## config.mk

```make
export PLATFORM = sky130hd
export DESIGN_NAME = atan2_fold
export DESIGN_NICKNAME = d
export VERILOG_FILES = /design/src/sv/atan2_pkg.sv /design/src/sv/atan2_fold.sv
export SDC_FILE = /design/constraint.sdc
export NUM_CORES = 1
export LEC_CHECK = 0
export ABC_AREA = 1
export BUFFER_PORTS_ARGS = -buffer_cell sky130_fd_sc_hd__buf_2
export CAP_MARGIN = 5
export CORE_ASPECT_RATIO = 1.4
export CORE_MARGIN = 4
export CORE_UTILIZATION = 61
export DETAILED_ROUTE_END_ITERATION = 12
export GPL_TIMING_DRIVEN = 0
export PLACE_DENSITY = 0.82
export SKIP_CTS_REPAIR_TIMING = 1
export SLEW_MARGIN = 20
export SYNTH_ARGS = -nofsm -noshare
export SYNTH_HDL_FRONTEND = slang
export SYNTH_SLANG_ARGS = --single-unit
```

## constraint.sdc

```tcl
create_clock -name clk_i -period 3.3 [get_ports clk_i]
set_clock_uncertainty 0.05 [all_clocks]
set_input_delay 0.33 -clock clk_i [delete_from_list [all_inputs] [get_ports clk_i]]
set_output_delay 0.33 -clock clk_i [all_outputs]
set_load 0.005 [all_outputs]
```

## src/sv/atan2_pkg.sv

```systemverilog
// ----------------------------------------------------------------------------
// atan2_pkg: shared widths, constants and types of the arctangent pipeline
// Holds the fixed-point formats of every stage, the polynomial coefficients,
// the folding constants and the sideband struct that follows each item.
// ----------------------------------------------------------------------------
package atan2_pkg;

  // Input and output formats.
  localparam int INPUT_WIDTH         = 16;
  localparam int ANGLE_FRACTION_BITS = 13;
  localparam int ANGLE_WIDTH         = 16;

  // Magnitudes need one bit more than the signed inputs.
  localparam int MAG_W   = INPUT_WIDTH + 1;
  // The ratio is Q0.16 with 1.0 held as 2^16.
  localparam int FRAC_W  = 16;
  localparam int RATIO_W = FRAC_W + 1;
  localparam int NUM_W   = MAG_W + FRAC_W;
  localparam logic [RATIO_W-1:0] RATIO_ONE = RATIO_W'(1) << FRAC_W;

  // Divider: quotient bits resolved per register stage.
  localparam int DIV_STEPS_PER_STAGE = 2;
  localparam int DIV_STAGES = (RATIO_W + DIV_STEPS_PER_STAGE - 1) / DIV_STEPS_PER_STAGE;

  // Polynomial datapath widths; the coefficients and the terms p, q, r and t are at 30 fraction bits.
  localparam int POLY_STAGES = 10;
  localparam int SQ_W  = 2 * RATIO_W;
  localparam int C3_W  = 27;
  localparam int M3_W  = C3_W + RATIO_W + 1;
  localparam int P_W   = 29;
  localparam int M5_W  = P_W + RATIO_W + 1;
  localparam int Q_W   = 30;
  localparam int M7_W  = Q_W + RATIO_W + 1;
  localparam int R_W   = 30;
  localparam int M9_W  = R_W + RATIO_W + 1;
  localparam int T_W   = 32;
  localparam int Q30_SHIFT = 30 - FRAC_W;
  localparam int HALF_LSB  = 1 << (FRAC_W - 1);

  localparam logic signed [C3_W-1:0] COEF_C3 = -C3_W'(49925210);
  localparam logic signed [P_W-1:0]  COEF_C2 = P_W'(171062341);
  localparam logic signed [Q_W-1:0]  COEF_C1 = -Q_W'(351782264);

  // Octant folding and final rounding.
  localparam int FOLD_W = 34;
  localparam longint HALF_PI_Q30 = 64'sd1686629713;
  localparam longint PI_Q30      = 64'sd3373259426;
  localparam logic signed [FOLD_W-1:0] HALF_PI = FOLD_W'(HALF_PI_Q30);
  localparam logic signed [FOLD_W-1:0] PI      = FOLD_W'(PI_Q30);
  localparam int ANGLE_SHIFT = 30 - ANGLE_FRACTION_BITS;
  localparam longint LIMIT_RAW =
    (PI_Q30 + (64'sd1 <<< (ANGLE_SHIFT - 1))) >>> ANGLE_SHIFT;
  localparam longint ANGLE_MAX = (64'sd1 <<< (ANGLE_WIDTH - 1)) - 64'sd1;
  localparam logic signed [FOLD_W-1:0] ANGLE_LIMIT =
    FOLD_W'((LIMIT_RAW > ANGLE_MAX) ? ANGLE_MAX : LIMIT_RAW);

  // Per-item sideband that rides along the datapath.
  typedef struct packed {
    logic xneg;   // x is negative
    logic yneg;   // y is negative
    logic swap;   // |y| > |x|
    logic zero;   // input is the origin
  } side_t;

endpackage

```

## src/sv/atan2_fold.sv

```systemverilog
// ----------------------------------------------------------------------------
// atan2_fold: octant folding, rounding and saturation
// Maps the first-octant angle to the full circle with one add, then rounds
// to the output format, clamps to plus or minus pi and holds the result.
// ----------------------------------------------------------------------------
module atan2_fold
  import atan2_pkg::*;
(
  input  logic                          clk_i,
  input  logic                          rst_ni,
  input  logic                          adv_i,
  input  logic                          valid_i,
  input  logic signed [T_W-1:0]         t_i,
  input  side_t                         side_i,
  output logic                          valid_o,
  output logic signed [ANGLE_WIDTH-1:0] angle_o
);

  localparam logic signed [FOLD_W-1:0] HALF_A = FOLD_W'(1 << (ANGLE_SHIFT - 1));

  logic                      vld_q;
  logic                      zero_q;
  logic signed [FOLD_W-1:0]  v_q;
  logic signed [FOLD_W-1:0]  v_d;
  logic signed [FOLD_W-1:0]  te;
  logic signed [FOLD_W-1:0]  base;
  logic                      neg_t;
  logic signed [FOLD_W-1:0]  rnd;
  logic signed [FOLD_W-1:0]  ang;
  logic signed [ANGLE_WIDTH-1:0] angle_d;

  // Fold: the three conditional steps reduce to +-K +- t.
  always_comb begin
    te    = FOLD_W'(t_i);
    neg_t = side_i.swap ^ side_i.xneg;
    if (side_i.swap) begin
      base = HALF_PI;
    end else if (side_i.xneg) begin
      base = PI;
    end else begin
      base = '0;
    end
    if (side_i.yneg) begin
      base  = -base;
      neg_t = ~neg_t;
    end
    v_d = base + (neg_t ? ~te : te) + $signed({{(FOLD_W-1){1'b0}}, neg_t});
  end

  // Round half away from zero, clamp, and force the origin to zero.
  always_comb begin
    rnd = v_q + (v_q[FOLD_W-1] ? (HALF_A - FOLD_W'(1)) : HALF_A);
    ang = rnd >>> ANGLE_SHIFT;
    if (ang > ANGLE_LIMIT) begin
      ang = ANGLE_LIMIT;
    end else if (ang < -ANGLE_LIMIT) begin
      ang = -ANGLE_LIMIT;
    end
    angle_d = zero_q ? '0 : $signed(ang[ANGLE_WIDTH-1:0]);
  end

  // Valid bits of the fold stage and the output register.
  always_ff @(posedge clk_i or negedge rst_ni) begin
    if (!rst_ni) begin
      vld_q   <= 1'b0;
      valid_o <= 1'b0;
    end else if (adv_i) begin
      vld_q   <= valid_i;
      valid_o <= vld_q;
    end
  end

  // Payload.
  always_ff @(posedge clk_i) begin
    if (adv_i) begin
      v_q     <= v_d;
      zero_q  <= side_i.zero;
      angle_o <= angle_d;
    end
  end

endmodule

```

==> results.cfg <==
[synthesis]
yosys-mux-area-fraction = 0
synthSimpleGateAreaFrac = 0.324
synth_top_area_cell = edfxtp_1
synth.distinct_cells = 40
synth-xor-area-share = 0.0920
synth_fa_ha_area_frac = 0.110
syn_inst = 904
syn-cell-area_um2 = 6000
ys.warnings.count = 0
synth_top_area_share = 0.255
synth_compound_area_frac = 0.0974
ys_ff_latch = 53
synthTopCellsByArea = edfxtp_1 (26%), nand2_1 (17%), ha_1 (11%)
synth.avg_cell_area_um2 = 6.64
syn-num-nets = 996
ys_seq_area_frac = 0.264
synth_top_family_by_area = simple AND/OR/NAND/NOR gates

[timing]
tns_ns = 0
hold-worst-slack_ns = 0.162
rsz0062_at_grt = yes
fmax_mhz = 316
timing_hold_violations_final = 0
slew_headroom = 0.465
drv_slew = 0
period_needed_ns = 3.17
setup_viol = 0
worstMarginPinSlew_ns = 0.798
fin_crit_sh = 0.960

[worst_setup_path]
worstRegToRegCells = 19
start_kind = input pin
crit_arrival_ns = 3.16
cp-end-kind = register
crit_type = input pin to register
r2r_end = angle_o[9]$_SDFFCE_PP0P_
reg2reg_slack_ns = 0.25
r2r-start = v_q[33]$_DFFE_PP_
critPathRequiredTime_ns = 3.29
path_max_fanout = 10

[layout]
final_layout_size_suffix_gt1_frac = 0.146
design_area_um2 = 6850
nNetsFinal = 1069
diodes = 0
final_cell_mix = nand2_1 (266), inv_1 (168), nor2_1 (79), buf_2 (55), edfxtp_1 (51)
final_common_cell = nand2_1
syn_to_final_growth_pct = 14.2

[power]
power_density_nw_per_um2 = 569
switchingPower_uw = 1770
p_clk_frac = 0.129
switching_share = 0.454
cellLeakagePower_uw = 0.00357
p_int_uw = 2130
seqPwrFrac = 0.277
p_comb_frac = 0.593
ir_worst_vdd_mv = 0.259

[floorplanning]
fp.coreArea_um2 = 9510
die_area_um2 = 11500
start_util = 0.631
fp.dieH_um = 125
fp.dieW_um = 91.8
ioPinCount = 57
rows = 42

[global_routing]
grt_max_degree = 56
first_global_vias = 5254
gr-total-overflow = 0
grt_pass1_wl_um = 22000
antenna_found_initial = 0
track_usage = 0.231

[route]
routed_via_density = 5.10
drt_pre_antenna_iters = 5
wl_per_cell_um = 12.0
num_vias = 5659
wl_um = 13300
drt_iter0_markers = 200
drc_errors = 0
antenna_left = 0

[placed_design]
dpl_cell_area_um2 = 6460
io_buffers = 55
dp_hpwl_um = 11000
gp_congestion = 0.977

[job]
cap_violations = 0

[cts]
path_clk_slew_ns = 0.06
clock_sinks = 53
clock-root-buffer = clkbuf_16
cts_buffer_depth = 2
h-tree-depth = 2
clk_latency_ns = 0.29
numCtsBuffers = 5
cts_tree = yes

[status]
status = finished clean

[hold_path]
hp-class = input pin to register
hold_depth = 1
hold_end = zero_q$_DFFE_PP_
holdCritStartpoint = side_i[0]
power by group through the flow:
stage          combinational, µW  clock, µW  sequential, µW
2_1_floorplan               1700          0            1080
3_3_place_gp                2120          0            1100
3_5_place_dp                2160          0            1110
4_1_cts                     2170        514            1090
5_1_grt                     2650        551            1100
6_report                    2310        505            1080
logic make-up (layout without fill, tap and decap cells):
kind of cell             Yosys count  count (layout)
AND/OR/NAND/NOR                  449             449
XOR/XNOR                          63              63
flip-flops                        53              53
buffers and inverters            179             253
adder cells (fa/ha/maj)           52              52
AO/OA/AOI/OAI                    108             108
through the flow:
step                      cells  utilization  total power (µW)  setup WS [ns]
after floorplan             904            -              2780         0.0308
after global placement     1091        0.679              3220          -1.04
after detailed placement   1091        0.679              3270         -0.715
after CTS                  1099        0.694              3780         -0.408
after global routing       1110        0.720              4300        -0.0967
final                      1110        0.720              3900          0.132
Yosys cell counts:
| cell type | count |
|---|---|
| a21o_1 | 1 |
| a21oi_1 | 58 |
| a31o_2 | 1 |
| a31oi_1 | 3 |
| and2_1 | 2 |
| buf_1 | 3 |
| buf_2 | 1 |
| buf_6 | 1 |
| clkinv_1 | 1 |
| dfrtp_1 | 2 |
| edfxtp_1 | 51 |
| fa_1 | 1 |
| ha_1 | 51 |
| inv_1 | 169 |
| inv_2 | 4 |
| nand2_1 | 266 |
| nand2_2 | 4 |
| nand2_4 | 1 |
| nand3_1 | 45 |
| nand3_2 | 4 |
| nand3_4 | 2 |
| nand3b_1 | 2 |
| nand4_1 | 16 |
| nand4_2 | 1 |
| nor2_1 | 80 |
| nor2_2 | 14 |
| nor3_1 | 9 |
| nor3_4 | 1 |
| nor3b_2 | 1 |
| o211ai_1 | 1 |
| o21a_1 | 3 |
| o21ai_0 | 29 |
| o21ai_1 | 6 |
| o21ai_2 | 1 |
| o21bai_1 | 2 |
| o221a_2 | 2 |
| o31ai_1 | 1 |
| or2_0 | 1 |
| xnor2_1 | 37 |
| xor2_1 | 26 |
worst max-delay path by stage:
stage / from / endpoint / slack (ns) / cells past startpoint
final: side_i[1] / v_q[28]$_DFFE_PP_ / 0.13 / 20
after CTS: side_i[1] / v_q[32]$_DFFE_PP_ / -0.41 / 21
after global placement: side_i[1] / v_q[32]$_DFFE_PP_ / -1.04 / 17
after detailed placement: side_i[1] / v_q[32]$_DFFE_PP_ / -0.72 / 21
after global routing: side_i[1] / v_q[33]$_DFFE_PP_ / -0.1 / 19
after floorplan: side_i[1] / v_q[32]$_DFFE_PP_ / 0.03 / 21
routing by layer:
metal	share of wire	global-route usage	up-vias
li1	-	-	3031
met1	0.40	0.252	2473
met2	0.53	0.440	113
met3	0.028	0.0246	42
met4	0.040	0.106	0
met5	0	0	-
sequential cells by signal, indices dropped and copies added, names as in the netlist:
register	count
angle_o	16
v_q	34
valid_o	1
vld_q	1
zero_q	1
layout make-up:
class / instances / area [µm²]
multi-input cells: 672 / 3870
fillers: 787 / 2660
flip-flops and latches: 53 / 1580
inverters: 174 / 653
repair buffers: 66 / 363
well taps: 132 / 165
clock buffers: 6 / 129
plain buffers: 5 / 71.3
clock inverters: 2 / 15.0
critical path: stages:
cell and delay, ns:
buf_2 0.13, inv_2 0.07, ha_1 0.33, inv_1 0.07
nand2_1 0.08, nand2_4 0.12, buf_12 0.15, xnor2_1 0.11
inv_1 0.06, ha_2 0.30, a21oi_2 0.14, o21ai_1 0.09
a21oi_2 0.18, inv_1 0.10, a21oi_2 0.20, o21ai_2 0.10
a21oi_2 0.22, buf_4 0.14, o21bai_1 0.07, xor2_1 0.15
Note: power is estimated with default switching activity, not from simulation.
