**src/sv/atan2_pkg.sv**
```systemverilog
// ----------------------------------------------------------------------------
// atan2_pkg: shared widths, constants and types of the arctangent pipeline
// Holds the fixed-point formats of every stage, the polynomial coefficients,
// the folding constants and the sideband struct that follows each item.
// ----------------------------------------------------------------------------
package atan2_pkg;

  // Input and output formats.
  localparam int INPUT_WIDTH         = 16;
  localparam int ANGLE_FRACTION_BITS = 13;
  localparam int ANGLE_WIDTH         = 16;

  // Magnitudes need one bit more than the signed inputs.
  localparam int MAG_W   = INPUT_WIDTH + 1;
  // The ratio is Q0.16 with 1.0 held as 2^16.
  localparam int FRAC_W  = 16;
  localparam int RATIO_W = FRAC_W + 1;
  localparam int NUM_W   = MAG_W + FRAC_W;
  localparam logic [RATIO_W-1:0] RATIO_ONE = RATIO_W'(1) << FRAC_W;

  // Divider: quotient bits resolved per register stage.
  localparam int DIV_STEPS_PER_STAGE = 2;
  localparam int DIV_STAGES = (RATIO_W + DIV_STEPS_PER_STAGE - 1) / DIV_STEPS_PER_STAGE;

  // Polynomial datapath widths; the coefficients and the terms p, q, r and t are at 30 fraction bits.
  localparam int POLY_STAGES = 10;
  localparam int SQ_W  = 2 * RATIO_W;
  localparam int C3_W  = 27;
  localparam int M3_W  = C3_W + RATIO_W + 1;
  localparam int P_W   = 29;
  localparam int M5_W  = P_W + RATIO_W + 1;
  localparam int Q_W   = 30;
  localparam int M7_W  = Q_W + RATIO_W + 1;
  localparam int R_W   = 30;
  localparam int M9_W  = R_W + RATIO_W + 1;
  localparam int T_W   = 32;
  localparam int Q30_SHIFT = 30 - FRAC_W;
  localparam int HALF_LSB  = 1 << (FRAC_W - 1);

  localparam logic signed [C3_W-1:0] COEF_C3 = -C3_W'(49925210);
  localparam logic signed [P_W-1:0]  COEF_C2 = P_W'(171062341);
  localparam logic signed [Q_W-1:0]  COEF_C1 = -Q_W'(351782264);

  // Octant folding and final rounding.
  localparam int FOLD_W = 34;
  localparam longint HALF_PI_Q30 = 64'sd1686629713;
  localparam longint PI_Q30      = 64'sd3373259426;
  localparam logic signed [FOLD_W-1:0] HALF_PI = FOLD_W'(HALF_PI_Q30);
  localparam logic signed [FOLD_W-1:0] PI      = FOLD_W'(PI_Q30);
  localparam int ANGLE_SHIFT = 30 - ANGLE_FRACTION_BITS;
  localparam longint LIMIT_RAW =
    (PI_Q30 + (64'sd1 <<< (ANGLE_SHIFT - 1))) >>> ANGLE_SHIFT;
  localparam longint ANGLE_MAX = (64'sd1 <<< (ANGLE_WIDTH - 1)) - 64'sd1;
  localparam logic signed [FOLD_W-1:0] ANGLE_LIMIT =
    FOLD_W'((LIMIT_RAW > ANGLE_MAX) ? ANGLE_MAX : LIMIT_RAW);

  // Per-item sideband that rides along the datapath.
  typedef struct packed {
    logic xneg;   // x is negative
    logic yneg;   // y is negative
    logic swap;   // |y| > |x|
    logic zero;   // input is the origin
  } side_t;

endpackage

```
**src/sv/atan2_prep.sv**
```systemverilog
// ----------------------------------------------------------------------------
// atan2_prep: magnitude and ordering stage
// Takes the coordinate pair apart into signs and magnitudes, orders the
// magnitudes and forms the rounded dividend for the ratio.
// ----------------------------------------------------------------------------
module atan2_prep
  import atan2_pkg::*;
(
  input  logic                          clk_i,
  input  logic                          rst_ni,
  input  logic                          adv_i,
  input  logic                          valid_i,
  input  logic signed [INPUT_WIDTH-1:0] x_coord_i,
  input  logic signed [INPUT_WIDTH-1:0] y_coord_i,
  output logic                          valid_o,
  output logic        [NUM_W-1:0]       num_o,
  output logic        [MAG_W-1:0]       hi_o,
  output side_t                         side_o
);

  logic [MAG_W-1:0] ax, ay, lo, hi;
  logic             gt;
  side_t            side_d;
  logic [NUM_W-1:0] num_d;

  // Signs, magnitudes and the ordered pair.
  always_comb begin
    side_d.xneg = x_coord_i[INPUT_WIDTH-1];
    side_d.yneg = y_coord_i[INPUT_WIDTH-1];
    ax = side_d.xneg ? (MAG_W'(0) - {x_coord_i[INPUT_WIDTH-1], x_coord_i})
                     : {1'b0, x_coord_i};
    ay = side_d.yneg ? (MAG_W'(0) - {y_coord_i[INPUT_WIDTH-1], y_coord_i})
                     : {1'b0, y_coord_i};
    gt          = ax > ay;
    side_d.swap = ay > ax;
    side_d.zero = (ax == '0) && (ay == '0);
    lo = gt ? ay : ax;
    hi = gt ? ax : ay;
    // Dividend lo * 2^16 plus half the divisor gives a rounded quotient.
    num_d = {lo, {FRAC_W{1'b0}}} + NUM_W'(hi >> 1);
  end

  // Valid bit.
  always_ff @(posedge clk_i or negedge rst_ni) begin
    if (!rst_ni) begin
      valid_o <= 1'b0;
    end else if (adv_i) begin
      valid_o <= valid_i;
    end
  end

  // Payload.
  always_ff @(posedge clk_i) begin
    if (adv_i) begin
      num_o  <= num_d;
      hi_o   <= hi;
      side_o <= side_d;
    end
  end

endmodule

```
**config.mk**
```make
export PLATFORM = sky130hd
export DESIGN_NAME = atan2_prep
export DESIGN_NICKNAME = d
export VERILOG_FILES = /design/src/sv/atan2_pkg.sv /design/src/sv/atan2_prep.sv
export SDC_FILE = /design/constraint.sdc
export NUM_CORES = 1
export LEC_CHECK = 0
export BUFFER_PORTS_ARGS = -buffer_cell sky130_fd_sc_hd__buf_4
export CAP_MARGIN = 20
export CORE_MARGIN = 10
export CORE_UTILIZATION = 45
export CTS_BUF_LIST = sky130_fd_sc_hd__clkbuf_4 sky130_fd_sc_hd__clkbuf_8
export DETAILED_ROUTE_END_ITERATION = 10
export MAX_ROUTING_LAYER = met4
export PLACE_DENSITY = 0.71
export SYNTH_ARGS = -nofsm -noshare
export SYNTH_HDL_FRONTEND = slang
export SYNTH_SLANG_ARGS = --single-unit
```
**constraint.sdc**
```tcl
create_clock -name clk_i -period 0.9 [get_ports clk_i]
set_clock_uncertainty 0.05 [all_clocks]
set_input_delay 0.045 -clock clk_i [delete_from_list [all_inputs] [get_ports clk_i]]
set_output_delay 0.045 -clock clk_i [all_outputs]
set_load 0.03 [all_outputs]
```
==> load_flow_metrics.sql, run 1 <==
INSERT INTO impl_metrics (metric_group, metric, value, unit) VALUES
('drt', 'drt.antenna.violating_nets', '0', ''),
('cells_and_area', 'final_nets', '540', ''),
('place', 'weighted_congestion_at_the_end_of_routability_driven_global_placement', '0.948', ''),
('sta', 'post-route-min-period', '2.92', 'ns'),
('die', 'die_area', '10300', 'um^2'),
('synth', 'yosys.area.top_type', 'sky130_fd_sc_hd__edfxtp_1', ''),
('die', 'die_x', '102', 'um'),
('die', 'dieHeight', '102', 'um'),
('place', 'post_dp_cell_area', '4580', 'um^2'),
('synth', 'post_synthesis_cells', '295', ''),
('drt', 'route.vias.total', '3087', ''),
('place', 'place.detailed.hpwl', '7470', 'um'),
('sta', 'maxSlewViolCount', '0', ''),
('worst_setup_path', 'timing.critical_path.arrival', '3.01', 'ns'),
('drt', 'routedWlPerCell', '18.6', 'um'),
('cells_and_area', 'top_library_cells_by_usage_in_the_layout_fill_and_taps_aside', '141 x sky130_fd_sc_hd__buf_4, 63 x sky130_fd_sc_hd__buf_6, 38 x sky130_fd_sc_hd__edfxtp_1', ''),
('pwr', 'power', '7940', 'uW'),
('clock_network', 'cts-buffers-inserted', '5', ''),
('clock_network', 'insertion_delay', '0.30', 'ns'),
('drt', 'drt_pass_1_iters', '7', ''),
('worst_setup_path', 'crit_path_max_incr_delay', '0.62', 'ns'),
('worst_hold_path', 'min-delay-path-class', 'primary input to flip-flop', ''),
('sta', 'hold_violations', '1', ''),
('worst_setup_path', 'startpoint_type', 'primary input', ''),
('global_route', 'globalRouteTotalUtil', '0.202', ''),
('sta', 'finalWorstSetupSlack', '-2.02', 'ns'),
('clock_network', 'clockRootBuffer', 'sky130_fd_sc_hd__clkbuf_8', ''),
('pwr', 'power.ir.vdd_worst', '0.907', 'mV'),
('synth', 'warnings_synthesis', '0', ''),
('clock_network', 'tritoncts_clock_tree', 'yes', ''),
('sta', 'setup_viol', '89', ''),
('sta', 'final.period_utilization', '3.24', ''),
('synth', 'ys_top_cells_by_area', 'sky130_fd_sc_hd__edfxtp_1 38%, sky130_fd_sc_hd__ha_1 7.9%, sky130_fd_sc_hd__mux2i_1 6.7%', ''),
('synth', 'syn-cell-area', '3000', 'um^2'),
('place', 'port_buf_inserts', '90', ''),
('flow_run', 'maxCapViolCount', '0', ''),
('synth', 'async_set_or_reset_flop_fraction_in_the_synthesized_netlist', '0.0256', ''),
('synth', 'synth_ff_type', 'sky130_fd_sc_hd__edfxtp_1', ''),
('worst_setup_path', 'timing.setup.critical_path_class', 'primary input to flip-flop', ''),
('global_route', 'grt_antenna_before_repair', '0', ''),
('synth', 'yosys_register_bits', '39', ''),
('synth', 'synthDominantCellAreaShare', '0.381', ''),
('sta', 'finalHoldWorstSlack', '-0.00130', 'ns'),
('cells_and_area', 'final-instance-count-excl-fill', '563', ''),
('cells_and_area', 'multi_input_area', '1820', 'um^2'),
('synth', 'postSynthAreaPerCell', '10.2', 'um^2'),
('drt', 'drcViolationCount', '0', ''),
('clock_network', 'cts.sinks', '39', ''),
('cells_and_area', 'fillCellCount', '398', ''),
('drt', 'route.detailed.vias_per_inst', '5.48', ''),
('worst_setup_path', 'timing.critical_path.cells', 'buf_6, or4_4, o41ai_4, xor2_2, ha_1, nand4_1, or2_4, o221ai_4, buf_12, mux2i_1', ''),
('global_route', 'overflow', '0', ''),
('cells_and_area', 'area.growth.synth_to_final', '74.2', '%'),
('drt', 'initialDrtViolationCount', '197', ''),
('global_route', 'grt_pass1_vias', '3279', ''),
('sta', 'rsz_0062_raised_after_global_routing', 'yes', ''),
('cells_and_area', 'final_common_cell', 'sky130_fd_sc_hd__buf_4', ''),
('die', 'floorplan.rows', '29', ''),
('run_status', 'failed_checks', 'hold timing, setup timing', ''),
('sta', 'fmax', '343', 'MHz'),
('cells_and_area', 'post_route_cells_drive_above_1_share', '0.551', ''),
('worst_setup_path', 'crit_required', '0.99', 'ns'),
('clock_network', 'clock_path_buffers', '2', ''),
('run_status', 'outcome', 'complete, but fails checks', ''),
('global_route', 'grt_pass1_wl', '16000', 'um'),
('worst_setup_path', 'slowest_stage', 'sky130_fd_sc_hd__or4_4', ''),
('place', 'detailedPlace.worstSlack', '-2.30', 'ns'),
('clock_network', 'h-tree-depth', '2', ''),
('pwr', 'static-leakage-power', '0.00238', 'uW'),
('cells_and_area', 'antenna-diode-count', '0', ''),
('global_route', 'pin_count_of_the_biggest_net_entering_global_routing', '31', '');
-- cell usage after synthesis, drive strengths merged (4+ instances only) --
master,number
edfxtp,38
o41ai,5
nor3,7
nand2,10
ha,19
o21ai,7
or3,4
o31ai,6
clkbuf,13
nand4,9
a21oi,20
nor2,19
a41oi,4
xor2,15
a21o,6
buf,19
xnor2,10
or4,6
nor2b,4
mux2i,20
inv,21
-- flip-flops by register name (all words and copies together) (netlist names) --
name and count:
hi_o 1, num_o 33, side_o 4, valid_o 1
-- metal layers --
metal,vias to the layer above,GRT usage,wire (um),part of all wire
met5,-,-,0,0
met4,0,0.0759,256,0.025
met3,19,0.0306,659,0.063
met2,135,0.360,5460,0.52
met1,1475,0.221,4070,0.39
li1,1458,-,-,-
-- power by group --
group / leakage [uW] / switching (uW) / internal [uW]
Sequential: 0.000382 / 162 / 2330
Combinational: 0.00194 / 2030 / 1870
Clock: 0.0000612 / 649 / 897
-- cell families (layout without fill, tap and decap cells) --
| group | after synthesis | after routing | share of synthesized area |
|---|---|---|---|
| other | 2 | 4 | 0.00251 |
| DFF | 39 | 39 | 0.389 |
| adders and majority gates | 19 | 19 | 0.0793 |
| AOI/OAI and AO/OA | 61 | 61 | 0.148 |
| muxes | 21 | 21 | 0.0706 |
| and+or+nand+nor | 75 | 75 | 0.143 |
| xor gates and xnor gates | 25 | 25 | 0.0781 |
| buffers and inverters | 53 | 242 | 0.0894 |
-- worst max-delay path: cells and delay by family --
family          cells  cell delay, ns
fa+ha+maj           1            0.33
mux                 1            0.23
compound gates      2            0.79
xor+xnor            1            0.15
simple gates        3            1.11
buf+inv             2            0.32
-- stage by stage --
step	hold WS, ns	setup TNS, ns	util
2_1_floorplan	-0.301	-66.30	-
3_3_place_gp	-0.230	-75.58	0.713
3_5_place_dp	-0.229	-76.10	0.713
4_1_cts	0.00517	-63.23	0.806
5_1_grt	0.00631	-74.39	0.813
6_report	-0.00130	-70.21	0.813
-- area by class of cell --
class	count	share of cell area
Tap cell	77	0.0185
Clock inverter	2	0.00671
Sequential cell	39	0.224
Inverter	21	0.0185
Multi-Input combinational cell	205	0.349
Clock buffer	6	0.0158
Timing Repair Buffer	213	0.367
-- worst paths after layout --
check / start / end / slack [ns] / cells after the start
setup / recovery: x_coord_i[7] / num_o[5] / -2.02 / 10
hold / removal: adv_i / valid_o / -0.001 / 2
setup reg to reg: valid_o / valid_o / 0.07 / 1
hold reg to reg: valid_o / valid_o / 0.49 / 1
max in group asynchronous: rst_ni / valid_o / 0.16 / 3
min in group asynchronous: rst_ni / valid_o / 0.52 / 3
-- what timing repair did --
| item | in CTS | in global routing |
|---|---|---|
| pin swaps | 8 | 2 |
| setup endpoints to repair | 89 | 89 |
| gates resized for setup | 88 | 7 |
| buffers inserted | 13 | 1 |
| endpoints found under the hold margin | 2 | 0 |
| hold buffers | 3 | 0 |
Note: power is estimated with default switching activity, not from simulation.
==> inputs of run 2 (changes only) <==
- CORE_MARGIN: 10 -> default
- MAX_ROUTING_LAYER: met4 -> default
- RECOVER_POWER: default -> 50
==> run 2 against run 1 <==
The run ends with setup timing left. Die area is 32% lower. Register-to-register slack barely moved. Power up 8.7%. Critical endpoint is now num_o[24]. Largest cell class is now multi-input combinational cells.
==> load_flow_metrics.sql, run 2 (synthesis results as in run 1) <==
INSERT INTO impl_metrics (metric_group, metric, value, unit) VALUES
('run_status', 'outcome', 'complete, but fails checks', ''),
('run_status', 'failed_checks', 'setup timing', ''),
('place', 'instance_count_after_placement_with_tap_cells_included', '538', ''),
('global_route', 'grt_antenna_before_repair', '0', ''),
('clock_network', 'cts.reportedPaths.clkPinSlew', '0.08', 'ns'),
('drt', 'drcViolationCount', '0', ''),
('cells_and_area', 'max_ffs_per_register', '33', ''),
('die', 'io_pins', '91', ''),
('clock_network', 'h-tree-depth', '2', ''),
('cells_and_area', 'fillCellCount', '315', ''),
('clock_network', 'cts-buffers-inserted', '5', ''),
('sta', 'finalWorstSetupSlack', '-2.19', 'ns'),
('cells_and_area', 'antenna-diode-count', '0', ''),
('global_route', 'globalRouteTotalUtil', '0.281', ''),
('sta', 'finalHoldWorstSlack', '0.0430', 'ns'),
('clock_network', 'insertion_delay', '0.30', 'ns'),
('worst_setup_path', 'timing.critical_path.arrival', '3.16', 'ns'),
('sta', 'hold_violations', '0', ''),
('drt', 'initialDrtViolationCount', '284', ''),
('cells_and_area', 'final-instance-count-excl-fill', '563', ''),
('global_route', 'overflow', '0', ''),
('cells_and_area', 'final_nets', '540', ''),
('sta', 'setup_viol', '89', ''),
('worst_hold_path', 'min-delay-path-class', 'primary input to flip-flop', ''),
('drt', 'routed_wl', '12200', 'um'),
('die', 'die_x', '83.6', 'um'),
('sta', 'slew-limit-headroom', '0.587', ''),
('die', 'dieHeight', '83.6', 'um'),
('global_route', 'grt_pass1_wl', '15400', 'um'),
('cells_and_area', 'largestRegisters', 'num_o x33, side_o x4', ''),
('sta', 'rsz_0062_raised_after_global_routing', 'yes', ''),
('drt', 'routedWlPerCell', '21.7', 'um'),
('drt', 'drt.antenna.violating_nets', '0', ''),
('worst_setup_path', 'critical_path.endpoint_type', 'flip-flop', ''),
('die', 'core_region_area', '6390', 'um^2'),
('die', 'starting_utilization_of_the_core_area', '0.469', ''),
('cells_and_area', 'post_route_cells_drive_above_1_share', '0.586', ''),
('clock_network', 'tritoncts_clock_tree', 'yes', ''),
('worst_setup_path', 'crit_fanout', '8', ''),
('worst_setup_path', 'rrSetupSlack', '0.06', 'ns'),
('place', 'weighted_congestion_at_the_end_of_routability_driven_global_placement', '0.946', ''),
('place', 'place.detailed.hpwl', '6930', 'um'),
('sta', 'post-route-min-period', '3.09', 'ns'),
('clock_network', 'clock_path_buffers', '2', ''),
('pwr', 'static-leakage-power', '0.00242', 'uW'),
('cells_and_area', 'final_common_cell', 'sky130_fd_sc_hd__buf_4', ''),
('pwr', 'p_per_area', '1590', 'nW/um^2'),
('die', 'floorplan.rows', '29', ''),
('global_route', 'grt_pass1_vias', '3201', ''),
('place', 'detailedPlace.worstSlack', '-2.30', 'ns'),
('place', 'post_dp_cell_area', '4580', 'um^2'),
('sta', 'maxSlewViolCount', '0', ''),
('flow_run', 'maxCapViolCount', '0', ''),
('clock_network', 'cts.sinks', '39', ''),
('drt', 'drt_pass_1_iters', '5', ''),
('die', 'die_area', '6990', 'um^2'),
('worst_setup_path', 'startpoint_type', 'primary input', ''),
('sta', 'worst_pin_slew', '0.619', 'ns'),
('cells_and_area', 'fin_area', '5430', 'um^2'),
('pwr', 'power.ir.vdd_worst', '1.40', 'mV'),
('worst_setup_path', 'timing.setup.critical_path_class', 'primary input to flip-flop', ''),
('cells_and_area', 'area.growth.synth_to_final', '81.2', '%'),
('clock_network', 'clockRootBuffer', 'sky130_fd_sc_hd__clkbuf_8', ''),
('drt', 'route.vias.total', '3414', ''),
('global_route', 'pin_count_of_the_biggest_net_entering_global_routing', '31', ''),
('cells_and_area', 'top_register', 'num_o', ''),
('sta', 'final.period_utilization', '3.43', ''),
('drt', 'route.detailed.vias_per_inst', '6.06', ''),
('place', 'port_buf_inserts', '90', ''),
('worst_setup_path', 'crit_required', '0.97', 'ns'),
('sta', 'fmax', '324', 'MHz'),
('cells_and_area', 'top_library_cells_by_usage_in_the_layout_fill_and_taps_aside', '129 x sky130_fd_sc_hd__buf_4, 68 x sky130_fd_sc_hd__buf_6, 38 x sky130_fd_sc_hd__edfxtp_1', '');
run 2: changes by cell type in the layout (fill, tap and decap cells not counted), sizes merged:
| cell | previous run | this run |
|---|---|---|
| bufinv | 1 | 2 |
| clkbuf | 6 | 15 |
| clkinv | 1 | 0 |
| dlygate4sd3 | 3 | 2 |
| buf | 210 | 202 |
run 2: routing by layer:
metal  vias to the layer above  wire [um]  track usage
li1                       1458          -            -
met1                      1655       4450        0.314
met2                       237       6300        0.526
met3                        64        859       0.0435
met4                         0        603        0.119
met5                         -          0            0
run 2: area by class of cell:
type	instances	area (um^2)	share of cell area
clock inverter	2	60.1	0.0111
multi-input combinational	205	1980	0.364
tap	77	96.3	0.0177
sequential	39	1170	0.215
clock buffer	6	76.3	0.0141
inverter	21	98.8	0.0182
timing repair buffer	213	1950	0.360
run 2: path summary, 6_finish.rpt:
path                                  end          from  cells after the start
worst min register to register    valid_o       valid_o                      1
max in group asynchronous         valid_o        rst_ni                      2
worst max-delay path            num_o[24]  x_coord_i[7]                     12
min in group asynchronous         valid_o        rst_ni                      2
worst max register to register    valid_o       valid_o                      1
worst min-delay path              valid_o         adv_i                      2
run 2: worst max-delay path, stage by stage:
cell	delay (ns)
sky130_fd_sc_hd__buf_6	0.10
sky130_fd_sc_hd__or4_4	0.62
sky130_fd_sc_hd__buf_6	0.17
sky130_fd_sc_hd__o31ai_2	0.28
sky130_fd_sc_hd__xor2_1	0.31
sky130_fd_sc_hd__ha_1	0.26
sky130_fd_sc_hd__nand4_1	0.14
sky130_fd_sc_hd__or2_4	0.29
sky130_fd_sc_hd__o221ai_4	0.42
sky130_fd_sc_hd__clkbuf_16	0.29
sky130_fd_sc_hd__nor2_1	0.05
sky130_fd_sc_hd__a21oi_1	0.19
run 2: timing repair:
action / CTS / global route
hold buffers: 2 / 0
gates cloned: 0 / 4
pin swaps: 6 / 36
setup buffers: 2 / 9
gates resized for setup: 85 / 48
setup endpoints to repair: 89 / 89
hold endpoints to repair: 2 / 0
run 2: where the power goes:
| group | switching [uW] | total (uW) | leakage [uW] | internal [uW] |
|---|---|---|---|---|
| combinational | 2290 | 4320 | 0.00197 | 2030 |
| clock | 664 | 1800 | 0.0000688 | 1140 |
| sequential | 171 | 2500 | 0.000382 | 2330 |
run 2: per-stage QoR:
stage           util  setup TNS, ns  total power [uW]
4_1_cts        0.797         -63.31              7940
3_3_place_gp   0.717         -74.47              5680
6_report       0.850         -74.22              8630
5_1_grt        0.850         -78.03              8890
2_1_floorplan      -         -66.30              4440
3_5_place_dp   0.717         -76.47              5780
