## src/sv/atan2_pkg.sv

```systemverilog
// ----------------------------------------------------------------------------
// atan2_pkg: shared widths, constants and types of the arctangent pipeline
// Holds the fixed-point formats of every stage, the polynomial coefficients,
// the folding constants and the sideband struct that follows each item.
// ----------------------------------------------------------------------------
package atan2_pkg;

  // Input and output formats.
  localparam int INPUT_WIDTH         = 16;
  localparam int ANGLE_FRACTION_BITS = 13;
  localparam int ANGLE_WIDTH         = 16;

  // Magnitudes need one bit more than the signed inputs.
  localparam int MAG_W   = INPUT_WIDTH + 1;
  // The ratio is Q0.16 with 1.0 held as 2^16.
  localparam int FRAC_W  = 16;
  localparam int RATIO_W = FRAC_W + 1;
  localparam int NUM_W   = MAG_W + FRAC_W;
  localparam logic [RATIO_W-1:0] RATIO_ONE = RATIO_W'(1) << FRAC_W;

  // Divider: quotient bits resolved per register stage.
  localparam int DIV_STEPS_PER_STAGE = 2;
  localparam int DIV_STAGES = (RATIO_W + DIV_STEPS_PER_STAGE - 1) / DIV_STEPS_PER_STAGE;

  // Polynomial datapath widths; the coefficients and the terms p, q, r and t are at 30 fraction bits.
  localparam int POLY_STAGES = 10;
  localparam int SQ_W  = 2 * RATIO_W;
  localparam int C3_W  = 27;
  localparam int M3_W  = C3_W + RATIO_W + 1;
  localparam int P_W   = 29;
  localparam int M5_W  = P_W + RATIO_W + 1;
  localparam int Q_W   = 30;
  localparam int M7_W  = Q_W + RATIO_W + 1;
  localparam int R_W   = 30;
  localparam int M9_W  = R_W + RATIO_W + 1;
  localparam int T_W   = 32;
  localparam int Q30_SHIFT = 30 - FRAC_W;
  localparam int HALF_LSB  = 1 << (FRAC_W - 1);

  localparam logic signed [C3_W-1:0] COEF_C3 = -C3_W'(49925210);
  localparam logic signed [P_W-1:0]  COEF_C2 = P_W'(171062341);
  localparam logic signed [Q_W-1:0]  COEF_C1 = -Q_W'(351782264);

  // Octant folding and final rounding.
  localparam int FOLD_W = 34;
  localparam longint HALF_PI_Q30 = 64'sd1686629713;
  localparam longint PI_Q30      = 64'sd3373259426;
  localparam logic signed [FOLD_W-1:0] HALF_PI = FOLD_W'(HALF_PI_Q30);
  localparam logic signed [FOLD_W-1:0] PI      = FOLD_W'(PI_Q30);
  localparam int ANGLE_SHIFT = 30 - ANGLE_FRACTION_BITS;
  localparam longint LIMIT_RAW =
    (PI_Q30 + (64'sd1 <<< (ANGLE_SHIFT - 1))) >>> ANGLE_SHIFT;
  localparam longint ANGLE_MAX = (64'sd1 <<< (ANGLE_WIDTH - 1)) - 64'sd1;
  localparam logic signed [FOLD_W-1:0] ANGLE_LIMIT =
    FOLD_W'((LIMIT_RAW > ANGLE_MAX) ? ANGLE_MAX : LIMIT_RAW);

  // Per-item sideband that rides along the datapath.
  typedef struct packed {
    logic xneg;   // x is negative
    logic yneg;   // y is negative
    logic swap;   // |y| > |x|
    logic zero;   // input is the origin
  } side_t;

endpackage

```

## src/sv/atan2_div.sv

```systemverilog
// ----------------------------------------------------------------------------
// atan2_div: pipelined restoring divider
// Produces the ratio lo / hi as unsigned Q0.16, resolving two quotient bits
// in each register stage but the last, which resolves one.
// ----------------------------------------------------------------------------
module atan2_div
  import atan2_pkg::*;
(
  input  logic               clk_i,
  input  logic               rst_ni,
  input  logic               adv_i,
  input  logic               valid_i,
  input  logic [NUM_W-1:0]   num_i,
  input  logic [MAG_W-1:0]   hi_i,
  input  side_t              side_i,
  output logic               valid_o,
  output logic [RATIO_W-1:0] ratio_o,
  output side_t              side_o
);

  // Stage registers.
  logic               vld_q  [DIV_STAGES];
  logic [MAG_W-1:0]   rem_q  [DIV_STAGES];
  logic [RATIO_W-1:0] bits_q [DIV_STAGES];
  logic [RATIO_W-1:0] quo_q  [DIV_STAGES];
  logic [MAG_W-1:0]   hi_q   [DIV_STAGES];
  side_t              side_q [DIV_STAGES];

  // Stage inputs and next values.
  logic               vld_in  [DIV_STAGES];
  logic [MAG_W-1:0]   rem_in  [DIV_STAGES];
  logic [RATIO_W-1:0] bits_in [DIV_STAGES];
  logic [RATIO_W-1:0] quo_in  [DIV_STAGES];
  logic [MAG_W-1:0]   hi_in   [DIV_STAGES];
  side_t              side_in [DIV_STAGES];
  logic [MAG_W-1:0]   rem_d   [DIV_STAGES];
  logic [RATIO_W-1:0] bits_d  [DIV_STAGES];
  logic [RATIO_W-1:0] quo_d   [DIV_STAGES];

  // Route each stage's input from the previous stage or from the ports.
  always_comb begin
    vld_in[0]  = valid_i;
    rem_in[0]  = {1'b0, num_i[NUM_W-1:RATIO_W]};
    bits_in[0] = num_i[RATIO_W-1:0];
    quo_in[0]  = '0;
    hi_in[0]   = hi_i;
    side_in[0] = side_i;
    for (int g = 1; g < DIV_STAGES; g++) begin
      vld_in[g]  = vld_q[g-1];
      rem_in[g]  = rem_q[g-1];
      bits_in[g] = bits_q[g-1];
      quo_in[g]  = quo_q[g-1];
      hi_in[g]   = hi_q[g-1];
      side_in[g] = side_q[g-1];
    end
  end

  // Compare-and-subtract steps of every stage; the remainder stays below hi.
  always_comb begin
    logic [MAG_W-1:0]   rem;
    logic [MAG_W:0]     trial;
    logic [RATIO_W-1:0] bits;
    logic [RATIO_W-1:0] quo;
    logic               qbit;
    for (int g = 0; g < DIV_STAGES; g++) begin
      rem  = rem_in[g];
      bits = bits_in[g];
      quo  = quo_in[g];
      for (int k = 0; k < DIV_STEPS_PER_STAGE; k++) begin
        if (g * DIV_STEPS_PER_STAGE + k < RATIO_W) begin
          trial = {rem, bits[RATIO_W-1]};
          bits  = bits << 1;
          qbit  = trial >= {1'b0, hi_in[g]};
          if (qbit) begin
            trial = trial - {1'b0, hi_in[g]};
          end
          rem = trial[MAG_W-1:0];
          quo = {quo[RATIO_W-2:0], qbit};
        end
      end
      rem_d[g]  = rem;
      bits_d[g] = bits;
      quo_d[g]  = quo;
    end
  end

  // Valid bits.
  always_ff @(posedge clk_i or negedge rst_ni) begin
    if (!rst_ni) begin
      for (int g = 0; g < DIV_STAGES; g++) begin
        vld_q[g] <= 1'b0;
      end
    end else if (adv_i) begin
      for (int g = 0; g < DIV_STAGES; g++) begin
        vld_q[g] <= vld_in[g];
      end
    end
  end

  // Payload.
  always_ff @(posedge clk_i) begin
    if (adv_i) begin
      for (int g = 0; g < DIV_STAGES; g++) begin
        rem_q[g]  <= rem_d[g];
        bits_q[g] <= bits_d[g];
        quo_q[g]  <= quo_d[g];
        hi_q[g]   <= hi_in[g];
        side_q[g] <= side_in[g];
      end
    end
  end

  // The ratio never exceeds one; clamp anyway to keep the format closed.
  assign valid_o = vld_q[DIV_STAGES-1];
  assign ratio_o = (quo_q[DIV_STAGES-1] > RATIO_ONE) ? RATIO_ONE : quo_q[DIV_STAGES-1];
  assign side_o  = side_q[DIV_STAGES-1];

endmodule

```

## config.mk

```make
export PLATFORM = sky130hd
export DESIGN_NAME = atan2_div
export DESIGN_NICKNAME = d
export VERILOG_FILES = /design/src/sv/atan2_pkg.sv /design/src/sv/atan2_div.sv
export SDC_FILE = /design/constraint.sdc
export NUM_CORES = 1
export LEC_CHECK = 0
export ABC_AREA = 1
export BUFFER_PORTS_ARGS = -buffer_cell sky130_fd_sc_hd__buf_2
export CAP_MARGIN = 0
export CORE_MARGIN = 1.5
export CORE_UTILIZATION = 50
export CTS_CLUSTER_DIAMETER = 60
export DETAILED_ROUTE_END_ITERATION = 8
export PLACE_DENSITY = 0.66
export SETUP_SLACK_MARGIN = 0.3
export SYNTH_ARGS = -nofsm -noshare
export SYNTH_HDL_FRONTEND = slang
export SYNTH_SLANG_ARGS = --single-unit
```

## constraint.sdc

```tcl
create_clock -name clk_i -period 4.8 [get_ports clk_i]
set_clock_uncertainty 0.2 [all_clocks]
set_input_delay 0.96 -clock clk_i [delete_from_list [all_inputs] [get_ports clk_i]]
set_output_delay 0.96 -clock clk_i [all_outputs]
set_load 0.02 [all_outputs]
```

==> summary.txt, run 1 <==
Critical path
  • Worst EP arrival: 4.42 ns
  • Largest stage delay, worst path: 0.48 ns
  • Worst path slowest cell: edfxtp_1
  • Reg2Reg Depth: 27
  • WP data required: between 4 and 5 ns
  • Worst Setup Start Kind: flip-flop
  • Kind of end point of the critical path: flip-flop
  • Crit Path Category: flip-flop to flip-flop
  • Maximum fanout along the worst path: 9
  • Most frequent cell on the critical path: nand2_2

Global routing
  • Vias in the first global route: about 26,000
  • Largest net degree at the start of global routing: just under 100
  • GRT Total Usage: 0.248
  • Total gr overflow: 0
  • Number of antenna violations at the first check in global routing: 3
  • First-pass GRT wire length: 136,000 µm

Floorplan
  • I/O pin cnt: 80
  • Core Rows: 95
  • Core ar.: ~67,000 µm²
  • Height of the die: 263 µm
  • Die width: around 260 µm
  • Die ar.: just under 70,000 µm²
  • Initial core utilization: 0.505

STA
  • Max Clk Rate: around 0.23 GHz
  • Max-slew violations: 0
  • Unrepaired setup endpoints after global routing: true
  • Actual slew at the worst max-slew pin: 0.629 ns
  • Final period utilization: 0.892
  • Min cycle time layout: 4.28 ns
  • Slew margin rel.: 0.577
  • Final hold vios: 0
  • Setup-failing EPs final: 0
  • Final worst slack: about 0.52 ns

Layout
  • Register cell area after layout: 14,100 µm²
  • Final net count: 4,787
  • FILL cells: slightly above 6,000
  • Multi-input logic area: 18,000 µm²
  • Final instance area: ~39,000 µm²
  • Layout area overhead: 14.5%
  • Ant. Diodes: 0
  • Layout cell share with drive strength beyond 1: 0.118

Yosys
  • Proportion of synthesized area in mux cells: 0.000332
  • Syn nets: 4,588
  • Syn Std Cell Area: roughly 34,000 µm²
  • Flops & latches, synth: between 400 and 500
  • Post-Syn Area per Cell: 8.02 µm²
  • Cell taking the most area after synthesis: edfxtp_1
  • Ys Warns: 0
  • Synth Instances: 4,225
  • Area fraction in compound gates after synthesis: 0.0847
  • Synth area leaders: edfxtp_1, nand2_1, ha_1
  • XOR/XNOR Fraction of Synth Area: 0.0364
  • Post-synth ARST share: 0.0191
  • Synth top area share: 0.409
  • Simple-gate share of the synthesized area: 0.271
  • Post-synthesis adder-cell area fraction: 0.116
  • Library cells used by synthesis: 52
  • Largest family of logic cells by synthesized area: simple AND/OR/NAND/NOR gates
  • Post-synth EDFFs: around 460
  • Dominant synthesized flop cell: edfxtp_1
  • Seq/Total Area, Yosys: 0.415

Run
  • Maxcap violations: 0

Routing
  • Top Metal Used: met4
  • Routed wl met3: ~5900 µm
  • WL final: between 80,000 and 90,000 µm
  • Vias/cell: about 5.3
  • Vias: roughly 28,000
  • Met2 wire length: around 39,000 µm
  • Antenna Nets Post-Route: 0
  • Drt first-iter violations: 2,262
  • Residual DRC: 0
  • DR WL/cell: 16.7 µm
  • Number of iterations in the first detailed-routing pass: 5
  • Met1 wire length: 42,000 µm

Clocking
  • Root Buffer: clkbuf_16
  • Reg clk slew, reported paths: ~0.060 ns
  • Clock Path Buffers: 3
  • Clock sinks: 470
  • CTS buffer count: 57
  • CTS tree: built
  • H-tree depth: 2
  • Clock latency on the worst-skew pair: 0.62 ns

Place
  • DP Wirelength: 69,200 µm
  • Port bufs: 79
  • Final GP Congestion: about 0.95
  • Place WS: -0.0572 ns
  • DP Area: between 30,000 and 40,000 µm²

Worst hold path
  • Worst hold path class: flip-flop to flip-flop
  • Cells on Worst Hold Path: 0

Status
  • Status: complete, no violations
==> cells in the final DEF, fill, tap and decap left out, drive strengths merged, types with 16 or more instances in the layout <==
| cell type | n |
|---|---|
| nand2 | 1510 |
| inv | 595 |
| edfxtp | 461 |
| ha | 289 |
| nand3 | 251 |
| nor2 | 231 |
| a21oi | 228 |
| o21ai | 226 |
| buf | 179 |
| xor2 | 85 |
| clkbuf | 66 |
| xnor2 | 56 |
| nand3b | 40 |
| o21bai | 36 |
| nor3 | 31 |
| nand4 | 28 |
| or2 | 27 |
| clkinv | 25 |
| fa | 16 |
==> per-stage QoR <==
| step | cells | hold slack [ns] | setup TNS (ns) | util |
|---|---|---|---|---|
| 2_1_floorplan | 4225 | 0.200 | 0 | - |
| 3_3_place_gp | 5196 | 0.200 | -0.000442 | 0.531 |
| 3_5_place_dp | 5196 | 0.205 | -0.789 | 0.531 |
| 4_1_cts | 5306 | 0.217 | 0 | 0.561 |
| 5_1_grt | 5345 | 0.218 | 0 | 0.578 |
| 6_report | 5345 | 0.214 | 0 | 0.578 |
==> cells by family after synthesis <==
| family | Yosys count |
|---|---|
| muxes | 1 |
| and+or+nand+nor | 2145 |
| AOI/OAI and AO/OA | 523 |
| DFF | 470 |
| xor gates and xnor gates | 141 |
| buffers and inverters | 640 |
| adders and majority gates | 305 |
==> final timing paths <==
check                             start           end  slack, ns
max in group asynchronous        rst_ni     vld_in[0]       3.68
min reg2reg                quo_q[0][20]  quo_q[0][39]       0.21
max reg2reg                  hi_q[0][0]  rem_q[0][26]       0.52
min in group asynchronous        rst_ni     vld_in[5]       0.55
max                          hi_q[0][0]  rem_q[0][26]       0.52
min                        quo_q[0][20]  quo_q[0][39]       0.21
==> cell type report <==
type	instances	share of cell area
clock buffers	66	0.0382
repair buffers	180	0.0354
well taps	873	0.0282
repair inverters	4	0.000839
flip-flops and latches	470	0.363
inverters	586	0.0581
multi-input cells	3125	0.465
clock inverters	41	0.0117
==> per-layer routing <==
layer	up-vias	global-route usage
li1	14400	-
met1	12900	0.362
met2	836	0.382
met3	147	0.0371
met4	0	0.0719
met5	-	0
==> cells in the mapped netlist (5+ instances only) <==
cell type,instances
a21boi_0,6
a21o_1,7
a21oi_1,225
a31oi_1,9
and2_1,11
and3_1,10
buf_2,23
buf_4,9
buf_6,14
clkbuf_1,7
dfrtp_1,9
edfxtp_1,461
fa_1,16
ha_1,289
inv_1,576
inv_2,8
nand2_1,1449
nand2_2,45
nand2_4,5
nand3_1,238
nand3_2,12
nand3b_1,39
nand4_1,28
nor2_1,216
nor2_2,5
nor2_4,6
nor3_1,28
nor4_1,15
o21a_1,5
o21ai_0,180
o21ai_1,28
o21ai_2,18
o21bai_1,36
or2_2,27
xnor2_1,56
xor2_1,85
==> worst max-delay path: cells and delay by family (launching register included) <==
family                   cells  cell delay (ns)
AND/OR/NAND/NOR             19             1.66
adder cells (fa/ha/maj)      3             0.89
flip-flops                   1             0.48
buffers and inverters        3             0.39
AO/OA/AOI/OAI                2             0.38
==> registers in the layout, summed over array words and instances, names as in the netlist <==
name / count
rem_q: 136
valid_o: 1
bits_q: 64
quo_q: 89
hi_q: 136
side_q: 36
vld_in: 8
==> timing repair <==
action | 4_1_cts | 5_1_grt
buffers inserted | 2 | 25
hold buffers | 1 | 0
resized for setup | 9 | 161
pin swaps | 1 | 30
setup endpoints to repair | 41 | 139
hold endpoints to repair | 9 | 0
cloned | 0 | 14
Power of run 1 is not shown: default switching activity piles up to over one toggle a cycle in this logic, so the estimate is an artifact.
==> run 2, diff against run 1 <==
--- a/config.mk
+++ b/config.mk
@@ -9,10 +9,10 @@
 export BUFFER_PORTS_ARGS = -buffer_cell sky130_fd_sc_hd__buf_2
 export CAP_MARGIN = 0
 export CORE_MARGIN = 1.5
-export CORE_UTILIZATION = 50
+export CORE_UTILIZATION = 64
 export CTS_CLUSTER_DIAMETER = 60
 export DETAILED_ROUTE_END_ITERATION = 8
-export PLACE_DENSITY = 0.66
+export PLACE_DENSITY = 0.81
 export SETUP_SLACK_MARGIN = 0.3
 export SYNTH_ARGS = -nofsm -noshare
 export SYNTH_HDL_FRONTEND = slang
==> run 2 against run 1 <==
Die area is 22% lower. Maximum frequency is 0.70% lower. Via count is 2.2% higher. Utilization grew 15 points. Critical path type unchanged. Non-clock buffer count is 10 lower. Highest routed layer is now met5. Cell area fell by 1.2%. Wire length shrank 1.2%. Critical path depth shrank 1. Hold slack worse by 0.0013 ns. Cell count decreased by 3.8%. Worst setup slack got worse by 0.030 ns. First-iteration DRC count grew 30%.
==> summary.txt, run 2 (synthesized netlist as in run 1, its figures left out) <==
Critical path
  • Most frequent cell on the critical path: nand2_1
  • Cell family with most CP delay: simple AND/OR/NAND/NOR gates
  • WP data required: 4.96 ns (+0.03 ns)
  • Buf/Inv on CP: 5 (+2)
  • R2R Setup Slk: 0.49 ns (-0.03 ns)
  • Worst EP arrival: 4.47 ns (+0.05 ns)
  • Worst Setup Start Kind: flip-flop
  • FF-to-FF Start: hi_q[0][71]
  • Kind of end point of the critical path: flip-flop
  • Capture point of the worst reg-to-reg path: rem_q[0][90]
  • Reg2Reg Depth: 26 (-3.7%)
  • Crit Path Category: flip-flop to flip-flop
  • Maximum fanout along the worst path: 10 (+1)
  • Worst path slowest cell: edfxtp_1
  • Largest stage delay, worst path: 0.44 ns (-0.04 ns)

Clocking
  • Clock sinks: 470 (unchanged)
  • Root Buffer: clkbuf_16
  • Clock Path Buffers: 3 (unchanged)
  • CTS buffer count: 54 (-5.3%)
  • Clock latency on the worst-skew pair: 0.62 ns (about the same)
  • CTS tree: built
  • Reg clk slew, reported paths: 0.07 ns (about the same)
  • H-tree depth: 2 (unchanged)

STA
  • Setup-failing EPs final: 0 (unchanged)
  • Slew margin rel.: 0.394 (-0.182)
  • Final period utilization: 0.898 (+0.00633)
  • Unrepaired setup endpoints after global routing: false
  • Max Clk Rate: 0.232 GHz (-0.70%)
  • Max-slew violations: 0 (unchanged)
  • Actual slew at the worst max-slew pin: 0.909 ns (+0.280 ns)
  • Min cycle time layout: 4.31 ns (+0.0304 ns)
  • Final hold vios: 0 (unchanged)

Floorplan
  • Die width: 233 µm (-11%)
  • Height of the die: 233 µm (-11%)
  • Core Rows: 84 (-12%)
  • Die ar.: 54,300 µm² (-22%)
  • I/O pin cnt: 80 (unchanged)
  • Core ar.: 52,400 µm² (-22%)
  • Initial core utilization: 0.646 (+0.142)

Run
  • Maxcap violations: 0 (unchanged)

Routing
  • Drt first-iter violations: 2,932 (+30%)
  • WL final: 88,200 µm (-1.2%)
  • Met2 wire length: 38,300 µm (-1.3%)
  • Vias/cell: 5.62 (+6.2%)
  • Residual DRC: 0 (unchanged)
  • Top Metal Used: met5
  • Antenna Nets Post-Route: 0 (unchanged)
  • Vias: 28,900 (+2.2%)
  • Number of iterations in the first detailed-routing pass: 8 (+3)
  • DR WL/cell: 17.2 µm (+2.6%)
  • Routed wl met3: 7570 µm (+28%)
  • Met1 wire length: 39,300 µm (-6.6%)

Status
  • Status: complete, no violations

Global routing
  • GRT Total Usage: 0.317 (+0.0688)
  • Vias in the first global route: 26,300 (+2.0%)
  • First-pass GRT wire length: 135,000 µm (-0.88%)
  • Number of antenna violations at the first check in global routing: 3 (unchanged)
  • Largest net degree at the start of global routing: 108 (+9.1%)
  • Total gr overflow: 0 (unchanged)

Place
  • Placed cell count: 5,003 (-3.7%)
  • Port bufs: 79 (unchanged)
  • Final GP Congestion: 0.979 (+2.8%)
  • DP Wirelength: 66,700 µm (-3.7%)

Layout
  • Most frequent cells in the layout: nand2_1, inv_1, edfxtp_1, ha_1, nand3_1
  • Commonest non-fill, non-tap cell in the layout: nand2_1
  • Final net count: 4,773 (-0.29%)
  • Layout area overhead: 13.1%
  • Ant. Diodes: 0 (unchanged)
  • Regs by FF count: hi_q: 136 flops, rem_q: 136 flops, quo_q: 89 flops
  • Core Util, Final: 0.731 (+0.153)
  • Finished Layout Cells: 5,144 (-3.8%)
  • Layout cell share with drive strength beyond 1: 0.114 (-0.00384)

Worst hold path
  • Worst hold path class: flip-flop to flip-flop
  • Cells on Worst Hold Path: 0 (unchanged)
  • Worst Hold Path EP: quo_q[0][91]
  • Worst hold start: quo_q[0][72]
==> run 2: worst max-delay path by stage <==
stage,end,cells after the start,slack [ns],start
2_1_floorplan,rem_q[0][10],28,0.47,hi_i[10]
4_1_cts,rem_q[0][69],28,0.33,hi_q[0][51]
3_3_place_gp,quo_q[0][0],25,0.01,hi_i[8]
5_1_grt,rem_q[0][72],23,0.20,hi_q[0][54]
3_5_place_dp,quo_q[0][0],25,-0.05,hi_i[3]
6_report,rem_q[0][90],26,0.49,hi_q[0][71]
==> run 2: timing repair <==
item / 4_1_cts / 5_1_grt
setup endpoints to repair: 55 / 143
pin swaps: 1 / 17
resized for setup: 3 / 156
hold buffers: 1 / 0
cloned: 0 / 13
endpoints found under the hold margin: 9 / 0
setup buffers: 5 / 20
==> run 2: metrics by stage <==
step / setup WS (ns) / instance area, µm² / setup TNS [ns] / hold WS (ns)
floorplan: 0.470 / 33900 / 0 / 0.200
global placement: 0.0107 / 35400 / 0 / 0.201
detailed placement: -0.0479 / 35400 / -0.390 / 0.205
CTS: 0.328 / 37300 / 0 / 0.206
global route: 0.200 / 38300 / 0 / 0.222
finish: 0.489 / 38300 / 0 / 0.213
==> run 2: cell type report <==
cell class / count / area [µm²]
Tap cell: 688 / 861
Multi-Input combinational cell: 3123 / 18000
Inverter: 586 / 2250
Timing Repair Buffer: 170 / 1260
Clock buffer: 61 / 1380
Clock inverter: 41 / 465
Timing Repair inverter: 5 / 36.3
Sequential cell: 470 / 14100
Fill cell: 4000 / 14100
==> run 2: routing by layer <==
| layer | global-route usage | up-vias |
|---|---|---|
| li1 | - | 14300 |
| met2 | 0.482 | 1215 |
| met3 | 0.0557 | 202 |
| met5 | 0 | - |
| met1 | 0.460 | 13200 |
| met4 | 0.103 | 2 |
Power of run 2 is left out for the same reason.
